### config.mk
export PLATFORM = sky130hd
export DESIGN_NAME = key_matrix_encoder_scanner
export DESIGN_NICKNAME = d
export VERILOG_FILES = /design/src/rtl/kmes_pkg.sv /design/src/rtl/kmes_ctrl.sv /design/src/rtl/kmes_dp.sv /design/src/rtl/key_matrix_encoder_scanner.sv
export SDC_FILE = /design/constraint.sdc
export NUM_CORES = 1
export LEC_CHECK = 0
export BUFFER_PORTS_ARGS = -buffer_cell sky130_fd_sc_hd__clkbuf_2
export CAP_MARGIN = 15
export CORE_MARGIN = 2
export CORE_UTILIZATION = 45
export DETAILED_ROUTE_END_ITERATION = 8
export SLEW_MARGIN = 20
export SYNTH_ARGS = -nofsm -noshare
export SYNTH_HDL_FRONTEND = slang
export SYNTH_SLANG_ARGS = --single-unit
### constraint.sdc
create_clock -name clk -period 9.8 [get_ports clk]
set_input_delay 0.98 -clock clk [delete_from_list [all_inputs] [get_ports clk]]
set_output_delay 0.98 -clock clk [all_outputs]
set_load 0.05 [all_outputs]
### src/rtl/kmes_pkg.sv
// shared types and constants of the key matrix and encoder scanner
// no dependencies; imported by every module of the block
`default_nettype none

package kmes_pkg;

	// parameter defaults
	localparam int ROWS_DEF              = 4;
	localparam int COLS_DEF              = 4;
	localparam int MAX_VOLUME_EVENTS_DEF = 16;

	// hard limit of results per request
	localparam int RESULT_LIMIT = 16;

	// field widths
	localparam int ACTION_W = 2;
	localparam int ROW_W    = 2;
	localparam int COLBITS_W = 4;
	localparam int ENC_W    = 32;
	localparam int KIND_W   = 3;
	localparam int CODE_W   = 8;
	localparam int CPD_W    = 7;
	localparam int IDLE_W   = 24;
	localparam int CFG_W    = 32;
	localparam int CFG_IDX_W = 3;
	localparam int IN_DATA_W  = 40;
	localparam int OUT_DATA_W = 8;

	// keymap registers cover four rows of four columns
	localparam int KEYMAP_ROWS = 4;
	localparam int KEYMAP_COLS = 4;

	// key that sends mute on press
	localparam int MUTE_ROW = 0;
	localparam int MUTE_COL = 3;

	// register reset values
	localparam logic [CFG_W-1:0]  KEYMAP0_RST = 32'hB1E9E8E7;
	localparam logic [CFG_W-1:0]  KEYMAP1_RST = 32'hDFE6E5E4;
	localparam logic [CFG_W-1:0]  KEYMAP2_RST = 32'hDEE3E2E1;
	localparam logic [CFG_W-1:0]  KEYMAP3_RST = 32'hE0B3EBEA;
	localparam logic [CPD_W-1:0]  CPD_RST     = 7'd2;
	localparam logic [IDLE_W-1:0] SLEEP_RST   = 24'd300000;
	localparam logic [IDLE_W-1:0] IDLE_MAX    = {IDLE_W{1'b1}};

	// register indexes
	typedef enum logic [CFG_IDX_W-1:0] {
		REG_KEYMAP0 = 3'd0,
		REG_KEYMAP1 = 3'd1,
		REG_KEYMAP2 = 3'd2,
		REG_KEYMAP3 = 3'd3,
		REG_CPD     = 3'd4,
		REG_SLEEP   = 3'd5
	} reg_idx_t;

	// request kinds
	typedef enum logic [ACTION_W-1:0] {
		ACT_SCAN = 2'd0,
		ACT_ENC  = 2'd1,
		ACT_TICK = 2'd2,
		ACT_NONE = 2'd3
	} action_t;

	// result kinds
	typedef enum logic [KIND_W-1:0] {
		EV_PRESS    = 3'd0,
		EV_RELEASE  = 3'd1,
		EV_MUTE     = 3'd2,
		EV_VOL_UP   = 3'd3,
		EV_VOL_DOWN = 3'd4,
		EV_SLEEP    = 3'd5
	} ev_kind_t;

	// controller to datapath
	typedef struct packed {
		logic load_scan;
		logic load_enc;
		logic load_tick;
		logic div_step;
		logic div_apply;
		logic emit_key;
		logic emit_vol;
		logic emit_sleep;
	} kmes_cmd_t;

	// datapath to controller
	typedef struct packed {
		logic scan_pending;
		logic div_last;
		logic vol_pending;
		logic sleep_hit;
		logic out_free;
	} kmes_sts_t;

endpackage

`default_nettype wire

### src/rtl/kmes_ctrl.sv
// controller state machine of the key matrix and encoder scanner
// depends on kmes_pkg; drives kmes_dp through command and status structs
`default_nettype none

module kmes_ctrl import kmes_pkg::*; (
	input  wire logic                clk,
	input  wire logic                arst_n,
	input  wire logic                in_valid,
	output logic                     in_ready,
	input  wire logic [ACTION_W-1:0] action,
	input  wire kmes_sts_t           sts,
	output kmes_cmd_t                cmd
);

	typedef enum logic [2:0] {
		ST_IDLE,
		ST_SCAN,
		ST_DIV,
		ST_APPLY,
		ST_VOL,
		ST_SLEEP
	} state_t;

	state_t state_q;
	state_t state_nxt;
	logic   accept;

	assign in_ready = (state_q == ST_IDLE);
	assign accept   = in_valid && in_ready;

	// commands and next state
	always_comb begin
		cmd       = '0;
		state_nxt = state_q;
		case (state_q)
			ST_IDLE: begin
				if (accept) begin
					case (action)
						ACT_SCAN: begin
							cmd.load_scan = 1'b1;
							state_nxt     = ST_SCAN;
						end
						ACT_ENC: begin
							cmd.load_enc = 1'b1;
							state_nxt    = ST_DIV;
						end
						ACT_TICK: begin
							cmd.load_tick = 1'b1;
							state_nxt     = ST_SLEEP;
						end
						default: state_nxt = ST_IDLE;
					endcase
				end
			end
			ST_SCAN: begin
				if (!sts.scan_pending) begin
					state_nxt = ST_IDLE;
				end else if (sts.out_free) begin
					cmd.emit_key = 1'b1;
				end
			end
			ST_DIV: begin
				cmd.div_step = 1'b1;
				if (sts.div_last) begin
					state_nxt = ST_APPLY;
				end
			end
			ST_APPLY: begin
				cmd.div_apply = 1'b1;
				state_nxt     = ST_VOL;
			end
			ST_VOL: begin
				if (!sts.vol_pending) begin
					state_nxt = ST_IDLE;
				end else if (sts.out_free) begin
					cmd.emit_vol = 1'b1;
				end
			end
			ST_SLEEP: begin
				if (!sts.sleep_hit) begin
					state_nxt = ST_IDLE;
				end else if (sts.out_free) begin
					cmd.emit_sleep = 1'b1;
					state_nxt      = ST_IDLE;
				end
			end
			default: state_nxt = ST_IDLE;
		endcase
	end

	// state register
	always_ff @(posedge clk or negedge arst_n) begin
		if (!arst_n) begin
			state_q <= ST_IDLE;
		end else begin
			state_q <= state_nxt;
		end
	end

endmodule

`default_nettype wire

### src/rtl/kmes_dp.sv
// datapath: config registers, key state, detent divider, idle counter, result register
// depends on kmes_pkg; sequenced by kmes_ctrl
`default_nettype none

module kmes_dp import kmes_pkg::*; #(
	parameter int ROWS              = ROWS_DEF,
	parameter int COLS              = COLS_DEF,
	parameter int MAX_VOLUME_EVENTS = MAX_VOLUME_EVENTS_DEF
) (
	input  wire logic                  clk,
	input  wire logic                  arst_n,
	input  wire logic                  cfg_we,
	input  wire logic [CFG_IDX_W-1:0]  cfg_index,
	input  wire logic [CFG_W-1:0]      cfg_wdata,
	input  wire logic [ROW_W-1:0]      row,
	input  wire logic [COLBITS_W-1:0]  column_bits,
	input  wire logic [ENC_W-1:0]      encoder_count,
	input  wire kmes_cmd_t             cmd,
	output kmes_sts_t                  sts,
	output logic                       out_valid,
	input  wire logic                  out_ready,
	output logic [KIND_W-1:0]          event_kind,
	output logic [CODE_W-1:0]          key_code,
	output logic                       last
);

	localparam int RIW = (ROWS > 1) ? $clog2(ROWS) : 1;
	localparam int CW  = (COLS > 1) ? $clog2(COLS) : 1;
	localparam int CAP = (MAX_VOLUME_EVENTS < RESULT_LIMIT) ? MAX_VOLUME_EVENTS : RESULT_LIMIT;
	localparam int EW  = $clog2(CAP + 1);

	// config registers
	logic [CFG_W-1:0]  keymap_q [KEYMAP_ROWS];
	logic [CPD_W-1:0]  cpd_q;
	logic [IDLE_W-1:0] sleep_thr_q;

	// key state and scan work registers
	logic [COLS-1:0]  kp_q [ROWS];
	logic [ROW_W-1:0] row_q;
	logic [COLS-1:0]  new_q;
	logic [COLS-1:0]  chg_q;

	// encoder and divider registers
	logic [ENC_W-1:0]  enc_q;
	logic [ENC_W-1:0]  last_enc_q;
	logic              neg_q;
	logic [ENC_W-1:0]  quo_q;
	logic [CPD_W-1:0]  rem_q;
	logic [4:0]        dcnt_q;
	logic [EW-1:0]     evcnt_q;
	logic              vol_dn_q;

	// idle counter
	logic [IDLE_W-1:0] idle_q;
	logic              sleep_q;

	// result register
	logic              out_valid_q;
	logic [KIND_W-1:0] kind_q;
	logic [CODE_W-1:0] code_q;
	logic              last_q;

	// scan decode
	logic                row_ok;
	logic [RIW-1:0]      ri;
	logic [11:0]         bits_wide;
	logic [COLS-1:0]     newb;
	logic [COLS-1:0]     oldb;
	logic [CW-1:0]       p;
	logic                found;
	logic [COLS-1:0]     rest;
	logic [1:0]          p2;
	logic                p_in_map;
	logic                is_mute;
	logic                now_pressed;
	logic [KIND_W-1:0]   key_kind;
	logic [CODE_W-1:0]   map_code;

	// encoder decode
	logic signed [ENC_W:0] diff;
	logic [ENC_W-1:0]      mag;
	logic [CPD_W-1:0]      divisor;
	logic [CPD_W:0]        trial;
	logic                  trial_ge;
	logic [CPD_W:0]        trial_sub;
	logic [ENC_W-1:0]      rem_ext;

	// idle decode
	logic [IDLE_W-1:0] idle_inc;
	logic              idle_hit;

	always_comb begin
		row_ok    = (int'(row) < ROWS);
		ri        = RIW'(row);
		bits_wide = {8'b0, column_bits};
		newb      = bits_wide[COLS-1:0];
		oldb      = kp_q[ri];
	end

	// lowest changed column
	always_comb begin
		p     = '0;
		found = 1'b0;
		for (int c = 0; c < COLS; c++) begin
			if (chg_q[c] && !found) begin
				p     = CW'(c);
				found = 1'b1;
			end
		end
		rest        = chg_q & ~(COLS'(1) << p);
		p2          = 2'(p);
		p_in_map    = (int'(p) < KEYMAP_COLS);
		now_pressed = new_q[p];
		is_mute     = now_pressed && (int'(row_q) == MUTE_ROW) && (int'(p) == MUTE_COL);
		map_code    = p_in_map ? keymap_q[row_q][8*p2 +: 8] : '0;
		if (!now_pressed) begin
			key_kind = EV_RELEASE;
		end else if (is_mute) begin
			key_kind = EV_MUTE;
		end else begin
			key_kind = EV_PRESS;
		end
	end

	// encoder difference and divider step
	always_comb begin
		diff      = $signed({encoder_count[ENC_W-1], encoder_count})
			- $signed({last_enc_q[ENC_W-1], last_enc_q});
		mag       = diff[ENC_W] ? ENC_W'(-diff) : diff[ENC_W-1:0];
		divisor   = (cpd_q == '0) ? CPD_W'(1) : cpd_q;
		trial     = {rem_q, quo_q[ENC_W-1]};
		trial_ge  = (trial >= {1'b0, divisor});
		trial_sub = trial - {1'b0, divisor};
		rem_ext   = {{(ENC_W-CPD_W){1'b0}}, rem_q};
	end

	// idle counter step
	always_comb begin
		idle_inc = (idle_q == IDLE_MAX) ? idle_q : idle_q + 1'b1;
		idle_hit = (idle_inc > sleep_thr_q);
	end

	// config writes
	always_ff @(posedge clk or negedge arst_n) begin
		if (!arst_n) begin
			keymap_q[0] <= KEYMAP0_RST;
			keymap_q[1] <= KEYMAP1_RST;
			keymap_q[2] <= KEYMAP2_RST;
			keymap_q[3] <= KEYMAP3_RST;
			cpd_q       <= CPD_RST;
			sleep_thr_q <= SLEEP_RST;
		end else if (cfg_we) begin
			case (cfg_index)
				REG_KEYMAP0: keymap_q[0] <= cfg_wdata;
				REG_KEYMAP1: keymap_q[1] <= cfg_wdata;
				REG_KEYMAP2: keymap_q[2] <= cfg_wdata;
				REG_KEYMAP3: keymap_q[3] <= cfg_wdata;
				REG_CPD:     cpd_q       <= cfg_wdata[CPD_W-1:0];
				REG_SLEEP:   sleep_thr_q <= cfg_wdata[IDLE_W-1:0];
				default: ;
			endcase
		end
	end

	// key state, encoder position, idle counter
	always_ff @(posedge clk or negedge arst_n) begin
		if (!arst_n) begin
			for (int r = 0; r < ROWS; r++) begin
				kp_q[r] <= '0;
			end
			chg_q      <= '0;
			last_enc_q <= '0;
			idle_q     <= '0;
			sleep_q    <= 1'b0;
			evcnt_q    <= '0;
			dcnt_q     <= '0;
		end else begin
			if (cmd.load_scan) begin
				if (row_ok) begin
					kp_q[ri] <= newb;
					chg_q    <= newb ^ oldb;
					if (|(newb & ~oldb)) begin
						idle_q <= '0;
					end
				end else begin
					chg_q <= '0;
				end
			end
			if (cmd.emit_key) begin
				chg_q <= rest;
			end
			if (cmd.load_enc) begin
				dcnt_q <= '0;
			end
			if (cmd.div_step) begin
				dcnt_q <= dcnt_q + 1'b1;
			end
			if (cmd.div_apply) begin
				if (quo_q != '0) begin
					idle_q     <= '0;
					last_enc_q <= neg_q ? enc_q + rem_ext : enc_q - rem_ext;
					evcnt_q    <= (quo_q > ENC_W'(CAP)) ? EW'(CAP) : EW'(quo_q);
				end else begin
					evcnt_q <= '0;
				end
			end
			if (cmd.emit_vol) begin
				evcnt_q <= evcnt_q - 1'b1;
			end
			if (cmd.load_tick) begin
				sleep_q <= idle_hit;
				idle_q  <= idle_hit ? '0 : idle_inc;
			end
		end
	end

	// scan and divider work registers
	always_ff @(posedge clk) begin
		if (cmd.load_scan) begin
			row_q <= row;
			new_q <= newb;
		end
		if (cmd.load_enc) begin
			enc_q <= encoder_count;
			neg_q <= diff[ENC_W];
			quo_q <= mag;
			rem_q <= '0;
		end
		if (cmd.div_step) begin
			quo_q <= {quo_q[ENC_W-2:0], trial_ge};
			rem_q <= trial_ge ? trial_sub[CPD_W-1:0] : trial[CPD_W-1:0];
		end
		if (cmd.div_apply) begin
			vol_dn_q <= neg_q;
		end
	end

	// result register
	always_ff @(posedge clk or negedge arst_n) begin
		if (!arst_n) begin
			out_valid_q <= 1'b0;
		end else if (cmd.emit_key || cmd.emit_vol || cmd.emit_sleep) begin
			out_valid_q <= 1'b1;
		end else if (out_ready) begin
			out_valid_q <= 1'b0;
		end
	end

	always_ff @(posedge clk) begin
		if (cmd.emit_key) begin
			kind_q <= key_kind;
			code_q <= is_mute ? '0 : map_code;
			last_q <= (rest == '0);
		end else if (cmd.emit_vol) begin
			kind_q <= vol_dn_q ? EV_VOL_DOWN : EV_VOL_UP;
			code_q <= '0;
			last_q <= (evcnt_q == EW'(1));
		end else if (cmd.emit_sleep) begin
			kind_q <= EV_SLEEP;
			code_q <= '0;
			last_q <= 1'b1;
		end
	end

	assign out_valid  = out_valid_q;
	assign event_kind = kind_q;
	assign key_code   = code_q;
	assign last       = last_q;

	always_comb begin
		sts.scan_pending = |chg_q;
		sts.div_last     = &dcnt_q;
		sts.vol_pending  = (evcnt_q != '0);
		sts.sleep_hit    = sleep_q;
		sts.out_free     = !out_valid_q || out_ready;
	end

endmodule

`default_nettype wire

### src/rtl/key_matrix_encoder_scanner.sv
// key matrix and rotary encoder scanner, top level
// one request at a time: a row scan emits a result per changed column, an encoder sample
// runs the 32-step detent divider and then emits its volume events, a tick at most a sleep event
// results come out of a registered output; a receiver stall holds the next result back
// reset: asynchronous, restores keymap, detent and threshold defaults, clears key state
// depends on kmes_pkg, kmes_ctrl, kmes_dp
`default_nettype none

module key_matrix_encoder_scanner import kmes_pkg::*; #(
	parameter int ROWS              = ROWS_DEF,
	parameter int COLS              = COLS_DEF,
	parameter int MAX_VOLUME_EVENTS = MAX_VOLUME_EVENTS_DEF
) (
	input  wire logic                  clk,
	input  wire logic                  arst_n,
	input  wire logic                  cfg_we,
	input  wire logic [CFG_IDX_W-1:0]  cfg_index,
	input  wire logic [CFG_W-1:0]      cfg_wdata,
	input  wire logic                  s_tvalid,
	output logic                       s_tready,
	// row [1:0], column_bits [5:2], encoder_count [37:6], zero fill
	input  wire logic [IN_DATA_W-1:0]  s_tdata,
	// action [1:0]
	input  wire logic [ACTION_W-1:0]   s_tuser,
	output logic                       m_tvalid,
	input  wire logic                  m_tready,
	// key_code [7:0]
	output logic [OUT_DATA_W-1:0]      m_tdata,
	// event_kind [2:0]
	output logic [KIND_W-1:0]          m_tuser,
	output logic                       m_tlast
);

	kmes_cmd_t         cmd;
	kmes_sts_t         sts;

	kmes_ctrl u_ctrl (
		.clk      (clk),
		.arst_n   (arst_n),
		.in_valid (s_tvalid),
		.in_ready (s_tready),
		.action   (s_tuser),
		.sts      (sts),
		.cmd      (cmd)
	);

	kmes_dp #(
		.ROWS              (ROWS),
		.COLS              (COLS),
		.MAX_VOLUME_EVENTS (MAX_VOLUME_EVENTS)
	) u_dp (
		.clk           (clk),
		.arst_n        (arst_n),
		.cfg_we        (cfg_we),
		.cfg_index     (cfg_index),
		.cfg_wdata     (cfg_wdata),
		.row           (s_tdata[1:0]),
		.column_bits   (s_tdata[5:2]),
		.encoder_count (s_tdata[37:6]),
		.cmd           (cmd),
		.sts           (sts),
		.out_valid     (m_tvalid),
		.out_ready     (m_tready),
		.event_kind    (m_tuser),
		.key_code      (m_tdata),
		.last          (m_tlast)
	);

endmodule

`default_nettype wire

# Yosys cells after proc, flatten, opt, wreduce, memory -nomap -nowiden
# Cells that the tools add are included.
[classes]
order_cmp = 7
eq_ne = 20
shifts = 2
n_mux = 77
bitwise = 7
addsub = 8
reduce_logical = 38
[op_table]
columns = ["operator", "n"]
rows = [
  ["$mux 32", 6],
  ["$mux 24", 7],
  ["$bmux 32 s2", 1],
  ["$mux 3", 13],
  ["$sub 32x32->33", 1],
  ["$add 32x7->32", 1],
  ["$gt 32x5->1 const B", 1],
  ["$mux 8", 4],
  ["$neg 32->32", 1],
  ["$reduce_bool 32->1", 1],
  ["$shiftx 32x6->8", 1],
  ["$sub 32x7->32", 1],
  ["$mux 5", 6],
  ["$mux 7", 4],
  ["$add 24x1->24 const B", 1],
  ["$eq 24x24->1 const B", 1],
  ["$gt 24x24->1", 1],
  ["$mux 1", 22],
  ["$mux 4", 5],
  ["$pmux 3 s6", 1],
  ["$bwmux 16", 1],
  ["$reduce_and 2->1", 7],
  ["$eq 3x2->1 const B", 4],
  ["$eq 3x3->1 const B", 4],
  ["35 further kinds", 64],
]
[totals]
input_bits = 82
ff_bits = 341
wordCells = 187
out_inout_bits = 14

# Depth between registers and ports, before layout
# Gate-level depths: netlist of the first run.
[depth]
word_depth = 17
ltp_mapped = 25
ltp_nobuf = 22

# By module
# Synthesis of the first run repeated with hierarchy kept, for this count alone.
[hier_totals]
hier_cells = 1809
area_unflattened_um2 = 20128.1
[by_module_without_submodules]
columns = ["mod", "cells_each", "instances", "area_each_um2"]
rows = [
  ["kmes_dp", 1772, 1, 19810.2],
  ["kmes_ctrl", 37, 1, 317.8],
]

# Worst setup path before layout of the first run
# Ideal clock, no wire load.
[synth_path]
kind = "input-to-reg"
startpoint = "input s_tdata[6]"
endpoint = "register u_dp.quo_q[31], data pin"
setup_ns = 0.152
path_buffers = 0
setup_slack_ns = 5.002
stages = 14
arrival_ns = 4.647
path_cell_list = "inv_1 -> ha_1 -> fa_1 -> nand2b_1 -> a21o_1 -> a211o_1 -> a21oi_4 -> a211oi_1 -> a211oi_2 -> or4b_4 -> or3b_4 -> o41a_1 -> or3_1 -> a31oi_1"
[synth_via]
elab_chain_cells = 5
[synth_lines]
columns = ["element", "line_no", "text"]
rows = [
  ["from (decl)", "key_matrix_encoder_scanner.sv:22", "input wire logic [IN_DATA_W-1:0] s_tdata,"],
  ["$sub 32x32->33 *", "kmes_dp.sv:128", "- $signed({last_enc_q[ENC_W-1], last_enc_q});"],
  ["$neg 32->32", "kmes_dp.sv:129", "mag = diff[ENC_W] ? ENC_W'(-diff) : diff[ENC_W-1:0];"],
  ["$mux 32 *", "kmes_dp.sv:129", ""],
  ["$mux 32 *", "kmes_dp.sv:223", "if (cmd.load_enc) begin"],
  ["$mux 32 *", "kmes_dp.sv:229", "if (cmd.div_step) begin"],
  ["to (signal assigned)", "kmes_dp.sv:226", "quo_q <= mag;"],
  ["to (signal assigned)", "kmes_dp.sv:230", "quo_q <= {quo_q[ENC_W-2:0], trial_ge};"],
  ["to (decl)", "kmes_dp.sv:47", "logic [ENC_W-1:0] quo_q;"],
]
# Every way passes the cells marked *; elsewhere a longest branch is shown, timed or not. The select of a mux whose other input is x is not followed.
# A chain may end at the register's enable or synchronous reset.

# Final worst setup path of the first run
[layout_path]
startpoint = "register u_dp.rem_q[0]"
endpoint = "register u_dp.last_enc_q[30]"
[layout_via]
elab_chain_cells = 2
word_cells_on_any_way = 3
[layout_lines]
columns = ["element", "line_no", "text"]
rows = [
  ["from (decl)", "kmes_dp.sv:48", "logic [CPD_W-1:0] rem_q;"],
  ["from (signal assigned)", "kmes_dp.sv:231", "rem_q <= trial_ge ? trial_sub[CPD_W-1:0] : trial[CPD_W-1:0];"],
  ["$sub 32x7->32 or $add 32x7->32 (tied branches)", "kmes_dp.sv:201", "last_enc_q <= neg_q ? enc_q + rem_ext : enc_q - rem_ext;"],
  ["$mux 32 *", "kmes_dp.sv:201", ""],
  ["to (signal assigned)", "kmes_dp.sv:201", ""],
  ["to (decl)", "kmes_dp.sv:45", "logic [ENC_W-1:0] last_enc_q;"],
]
# Every way passes the cells marked *; elsewhere a longest branch is shown, timed or not.

==> results of run 1 <==
==> worst paths after layout <==
path,endpoint,depth (start not counted)
min,u_dp.sleep_thr_q[13]$_DFFE_PN0P_,1
max in group asynchronous,u_dp.last_enc_q[2]$_DFFE_PN0P_,2
max reg2reg,u_dp.last_enc_q[30]$_DFFE_PN0P_,16
min reg2reg,u_dp.last_enc_q[5]$_DFFE_PN0P_,2
min in group clk,u_dp.last_enc_q[5]$_DFFE_PN0P_,2
max,u_dp.last_enc_q[30]$_DFFE_PN0P_,16
==> layout make-up <==
type / instances / area share, %
Clock buffer: 47 / 4.70
Inverter: 102 / 1.70
Tap cell: 592 / 3.29
Multi-Input combinational cell: 1339 / 45.8
Timing Repair Buffer: 111 / 2.73
Sequential cell: 341 / 40.4
Clock inverter: 25 / 1.33
==> kinds of logic (layout without fill, tap and decap cells) <==
family                     Yosys count  after routing  synth area share [%]
and+or+nand+nor                    473            473                  11.8
muxes                              222            222                  14.4
AOI/OAI and AO/OA                  426            426                  13.4
DFF                                341            341                  45.4
buffers and inverters              176            285                  3.33
xor gates and xnor gates           108            108                  4.72
adders and majority gates          110            110                  6.96
==> placed cells by master (no fill, tap or decap), drive strengths merged, types with 51 or more instances in the layout <==
cell    count
xnor2      51
o21ai     108
ha        106
dfstp      87
clkbuf    139
nor2      111
inv       106
nand2     129
mux2      175
xor2       57
dfrtp     163
edfxtp     91
a21oi     120
==> through the flow <==
stage,area [um^2],worst slack (ps),hold slack [ps]
floorplan,20000,5000,450
global placement,21100,4360,462
detailed placement,21200,4160,470
CTS,22500,4110,482
global route,22500,4080,499
finish,22500,4350,467
==> power by group through the flow <==
| stage | Sequential (mW) | Combinational [mW] | Clock [mW] |
|---|---|---|---|
| floorplan | 2.21 | 1.94 | 0 |
| global placement | 2.22 | 2.47 | 0 |
| detailed placement | 2.24 | 2.52 | 0 |
| CTS | 2.22 | 2.54 | 1.58 |
| global route | 2.27 | 2.82 | 1.64 |
| finish | 2.22 | 2.53 | 1.54 |
==> per-layer routing <==
metal / part of all wire, % / vias to the layer above / track usage [%]
li1: - / 6979 / -
met1: 45 / 7192 / 26.5
met2: 50 / 232 / 35.4
met3: 3.7 / 54 / 3.38
met4: 1.8 / 2 / 4.67
met5: 0.028 / - / 0
==> registers in the layout, summed over array words and instances, names as in the netlist, 5 cells and up <==
| register | count |
|---|---|
| u_dp.keymap_q | 128 |
| u_dp.last_enc_q | 32 |
| u_dp.sleep_thr_q | 24 |
| u_dp.dcnt_q | 5 |
| u_dp.quo_q | 32 |
| u_dp.cpd_q | 7 |
| u_dp.evcnt_q | 5 |
| u_dp.idle_q | 24 |
| u_dp.rem_q | 7 |
| u_dp.key_code | 8 |
| u_dp.kp_q | 16 |
| u_dp.enc_q | 32 |
==> worst register-to-register path, delay by kind of cell, from the launching register on <==
kind	cells	cell delay (ps)
compound gates	6	2630
flops	1	530
buf+inv	2	440
fa+ha+maj	2	560
simple gates	6	1150
==> flow_metrics.tcl, run 1 <==
set metrics [dict create \
    multiInputGateArea_um2 10300 \
    synth_top_area_share_pct 20.3 \
    track_usage_pct 20.3 \
    critPathSlowestCell "a2111oi_1" \
    nNetsFinal 2125 \
    cts_inserted_buffers 39 \
    rsz0062_at_grt "no" \
    critPathMaxStageDelay_ps 860 \
    tightest_slew_ps 957 \
    synth_top_area_cell "dfrtp_1" \
    cts_buffer_depth 3 \
    drtIter0Drc 910 \
    synth.distinct_cells 76 \
    synthCells 1856 \
    setup.worst_path.end_class "flip-flop" \
    wirelength_mm 47.1 \
    io_buffer_count 93 \
    path_cells "inv_1 > ha_1 > nand2_1 > nor3_1 > a21oi_1 > buf_4 > ha_1 > and3_1 > and2_1 > a221oi_1 > a31o_2 > a31oi_1 > a2111oi_1 > a31oi_1 > nor4bb_1 > or3_1" \
    slew_headroom_pct 36.2 \
    finClkSkew_ps 24.4 \
    p_seq_share_pct 35.3 \
    finalPower_mw 6.29 \
    die_area_um2 46300 \
    criticalPathCategory "flip-flop to flip-flop" \
    dr.pass1.iters 5 \
    combPwrFrac_pct 40.2 \
    post-route-period-util_pct 55.6 \
    power_switching_mw 2.31 \
    synth_edf_count 91 \
    clkTransAtPathRegs_ps 60 \
    antenna_cells 0 \
    netlist_top_cells_area "dfrtp_1 (20%), edfxtp_1 (14%), dfstp_2 (11%), mux2_2 (9.8%), ha_1 (6.6%)" \
    area_growth_syn_to_layout_pct 12.3 \
    rows 77 \
    seq_area_um2 9100 \
    setup_tns_ps 0 \
    synth_area_um2 20000 \
    cts_hold_buf 0 \
    vias 14500 \
    core_area_um2 44100 \
    fp.dieW_um 215 \
    cp_num_buf_inv 2 \
    crit_path_start_kind "flip-flop" \
    cts.repair.resized 0 \
    wire_per_inst_um 18.4 \
    drv_slew 0 \
    fillCellCount 4039 \
    reg2reg_slack_ps 4350 \
    drv_cap 0 \
    crit_arrival_ps 5880 \
    cts_tree "yes" \
    hold_class "input pin to async pin" \
    clock-sinks 341 \
    ir_worst_vdd_mv 0.157 \
    yosysMostFrequentCell "mux2_2" \
    leakagePower_nw 9.59 \
    ys.flop_type "dfrtp_1" \
    postRouteAntennaNets 0 \
    worstSetupStartpoint "u_dp.rem_q[0]$_SDFFCE_PN0P_" \
    grt_pass1_wl_mm 75.7 \
    crit_family "compound AO/OA/AOI/OAI gates" \
    grt-ovfl-total 0 \
    drcViolationCount 0 \
    fp.dieH_um 215 \
    ys_seq_area_share_pct 45.4 \
    critPathRequiredTime_ps 10230 \
    p_per_area_nw_per_um2 279 \
    outcome "finished clean" \
    yosys_warnings 0 \
    synth_common_cells "mux2_2 (175), dfrtp_1 (163), nand2_1 (129)" \
    drive_above_1_share_pct 25.6 \
    crit_fanout 6 \
    root_buffer "clkbuf_16" \
    avgSynthCellArea_um2 10.8 \
    dpl.hpwl_mm 33.3 \
    grt_pass1_vias 14400 \
    insertion_delay_ps 580 \
    timing.rr.start "u_dp.rem_q[0]$_SDFFCE_PN0P_" \
    dp_cells 2485 \
    htreeDepth 2 \
    grt_max_degree 119 \
    finalNonFillerCells 2557 \
    fmax_mhz 184 \
    start_util_pct 45.4 \
    finalHoldViolCount 0 \
    yosys_register_bits 341 \
    p_int_mw 3.97 \
    cts_setup_buffers 0 \
    ioPinCount 96 \
    syn-num-nets 2047 \
    setup_violations 0 \
    post-route-min-period_ps 5450 \
    async_flop_share_pct 73.3 \
    post-route-util_pct 51.0 \
    sw_frac_of_total_pct 36.8 \
    antenna_found_initial 1 \
    via_per_inst 5.65 \
    place_congestion 0.890 \
    p_clk_share_pct 24.5 \
]
(Power assumes the default switching activity.)
==> run 2, diff against run 1 <==
Clock period 9.8 ns to 4.5 ns, I/O delays scaled along.
==> run 2 against run 1 <==
Critical path depth up 2. Combinational power grew 130%. Global-route usage grew 0.76 points. Via count is 1.8% higher. Clock power up 110%. Largest power group unchanged.
==> flow_metrics.tcl, run 2 (same netlist as run 1, synthesis figures left out) <==
set metrics [dict create \
    reg2reg_slack_ps 220 \
    hp-start "s_tdata[6]" \
    clkTransAtPathRegs_ps 60 \
    post-route-util_pct 52.7 \
    finalHoldViolCount 0 \
    crit_fanout 6 \
    core_area_um2 44100 \
    ioPinCount 96 \
    regMostFlops "u_dp.keymap_q" \
    cts_tree "yes" \
    dr.pass1.iters 8 \
    fp.dieW_um 215 \
    post-route-min-period_ps 4280 \
    drv_slew 0 \
    setup_violations 0 \
    antenna_found_initial 1 \
    drv_cap 0 \
    critPathRequiredTime_ps 4950 \
    grt-ovfl-total 0 \
    setup.worst_path.end_class "flip-flop" \
    timing.rr.start "u_dp.rem_q[1]$_SDFFCE_PN0P_" \
    seq_area_um2 9100 \
    reg2reg_to "u_dp.last_enc_q[30]$_DFFE_PN0P_" \
    drive_above_1_share_pct 29.2 \
    start_util_pct 45.4 \
    holdPathEnd "u_dp.enc_q[0]$_DFFE_PP_" \
    rows 77 \
    finClkSkew_ps 15.3 \
    reg2reg_depth 18 \
    crit_path_start_kind "flip-flop" \
    p_per_area_nw_per_um2 601 \
    clock-sinks 341 \
    grt_max_degree 141 \
    outcome "finished clean" \
    tightest_slew_ps 1010 \
    post-route-period-util_pct 95.1 \
    track_usage_pct 21.1 \
    postRouteAntennaNets 0 \
    whs_path_depth 1 \
    largest_register_ffs 128 \
    area_growth_syn_to_layout_pct 15.9 \
    insertion_delay_ps 570 \
    setup_ws_ps 221 \
    leakagePower_nw 10.0 \
    slew_headroom_pct 32.6 \
    wirelength_mm 48.1 \
    grt_pass1_vias 14700 \
    drcViolationCount 0 \
    io_buffer_count 93 \
    via_per_inst 5.58 \
    criticalPathCategory "flip-flop to flip-flop" \
    cts_buffer_depth 3 \
    post-place-ws_ps 44.5 \
    multiInputGateArea_um2 10400 \
    stdcell_area_um2 23200 \
    layout_common_cells "mux2_2 (175), dfrtp_1 (162), nand2_1 (128), a21oi_1 (115), nor2_1 (109)" \
    fp.dieH_um 215 \
    drtIter0Drc 1044 \
    wire_per_inst_um 18.2 \
    ir_worst_vdd_mv 0.352 \
    holdWs_ps 92.1 \
    fillCellCount 3995 \
    nNetsFinal 2205 \
    root_buffer "clkbuf_16" \
    rsz0062_at_grt "no" \
    setup_tns_ps 0 \
    htreeDepth 2 \
    dpl.hpwl_mm 34.6 \
    post_dp_cell_area_um2 21700 \
    place_congestion 0.895 \
    hold_class "input pin to flip-flop" \
    die_area_um2 46300 \
    cts_inserted_buffers 40 \
    crit_arrival_ps 4730 \
    grt_pass1_wl_mm 78.2 \
    vias 14700 \
    layout_commonest_cell "mux2_2" \
    fmax_mhz 234 \
]
run 2: cell types whose count changed in the layout (fill, tap and decap cells not counted), moves of 2 or more:
cell / before / now
a21oi_1: 117 / 115
a21oi_2: 2 / 4
and4_1: 7 / 5
and4_4: 0 / 2
buf_12: 0 / 3
buf_4: 17 / 88
buf_6: 1 / 3
bufinv_16: 5 / 2
clkbuf_1: 4 / 7
clkbuf_16: 40 / 42
clkbuf_8: 3 / 8
clkinv_1: 6 / 2
inv_4: 2 / 0
run 2: cell type report:
cell class | count | area share, %
well taps | 592 | 3.19
clock buffers | 57 | 5.11
multi-input cells | 1339 | 44.7
flip-flops and latches | 341 | 39.2
diodes | 1 | 0.0108
clock inverters | 17 | 0.727
inverters | 102 | 1.65
repair buffers | 190 | 5.48
run 2: where the power goes:
group	switching (mW)	internal, mW	leakage, nW
registers	0.492	4.33	3.80
clock network	1.34	1.97	0.674
logic	3.27	2.56	5.54
total	5.10	8.86	10.0
run 2: worst max-delay path by stage:
| stage | startpoint | to | slack (ps) |
|---|---|---|---|
| floorplan | u_dp.idle_q[10]$_DFF_PN0_ | u_dp.idle_q[16]$_DFF_PN0_ | 100 |
| global placement | s_tdata[6] | u_dp.quo_q[31]$_DFFE_PP_ | 100 |
| detailed placement | s_tdata[6] | u_dp.quo_q[31]$_DFFE_PP_ | 40 |
| CTS | u_dp.idle_q[8]$_DFF_PN0_ | u_dp.idle_q[11]$_DFF_PN0_ | 60 |
| global route | u_dp.last_enc_q[0]$_DFFE_PN0P_ | u_dp.quo_q[31]$_DFFE_PP_ | 20 |
| finish | u_dp.rem_q[1]$_SDFFCE_PN0P_ | u_dp.last_enc_q[30]$_DFFE_PN0P_ | 220 |
run 2: routing by layer:
layer	wire length, um	GRT usage (%)	vias to the layer above
met5	0	0	-
met4	926	5.75	0
met3	1560	2.73	54
met2	23500	36.0	246
met1	22100	28.2	7270
li1	-	-	7146
run 2: repair_timing:
action | CTS | global route
endpoints found under the setup margin | 0 | 31
setup buffers | 0 | 3
gates resized for setup | 0 | 20
hold buffers | 0 | 1
endpoints found under the hold margin | 0 | 13
run 2: critical path, stage by stage (launching register included):
cell,delay [ps]
edfxtp_1,460
inv_1,100
ha_1,200
nand2_1,70
nor3_1,170
buf_4,160
ha_1,220
mux2_2,290
ha_1,370
nor4_1,320
nor2_1,110
nand3_1,160
a31o_2,200
a31oi_1,160
a2111oi_2,360
buf_4,180
a31oi_1,110
nor4bb_1,170
or3_1,360
run 2: per-stage QoR:
| step | instances | total power [mW] |
|---|---|---|
| 6_report | 2639 | 14.0 |
| 5_1_grt | 2638 | 15.0 |
| 4_1_cts | 2632 | 14.0 |
| 3_5_place_dp | 2558 | 10.7 |
| 3_3_place_gp | 2558 | 10.5 |
| 2_1_floorplan | 1856 | 9.04 |
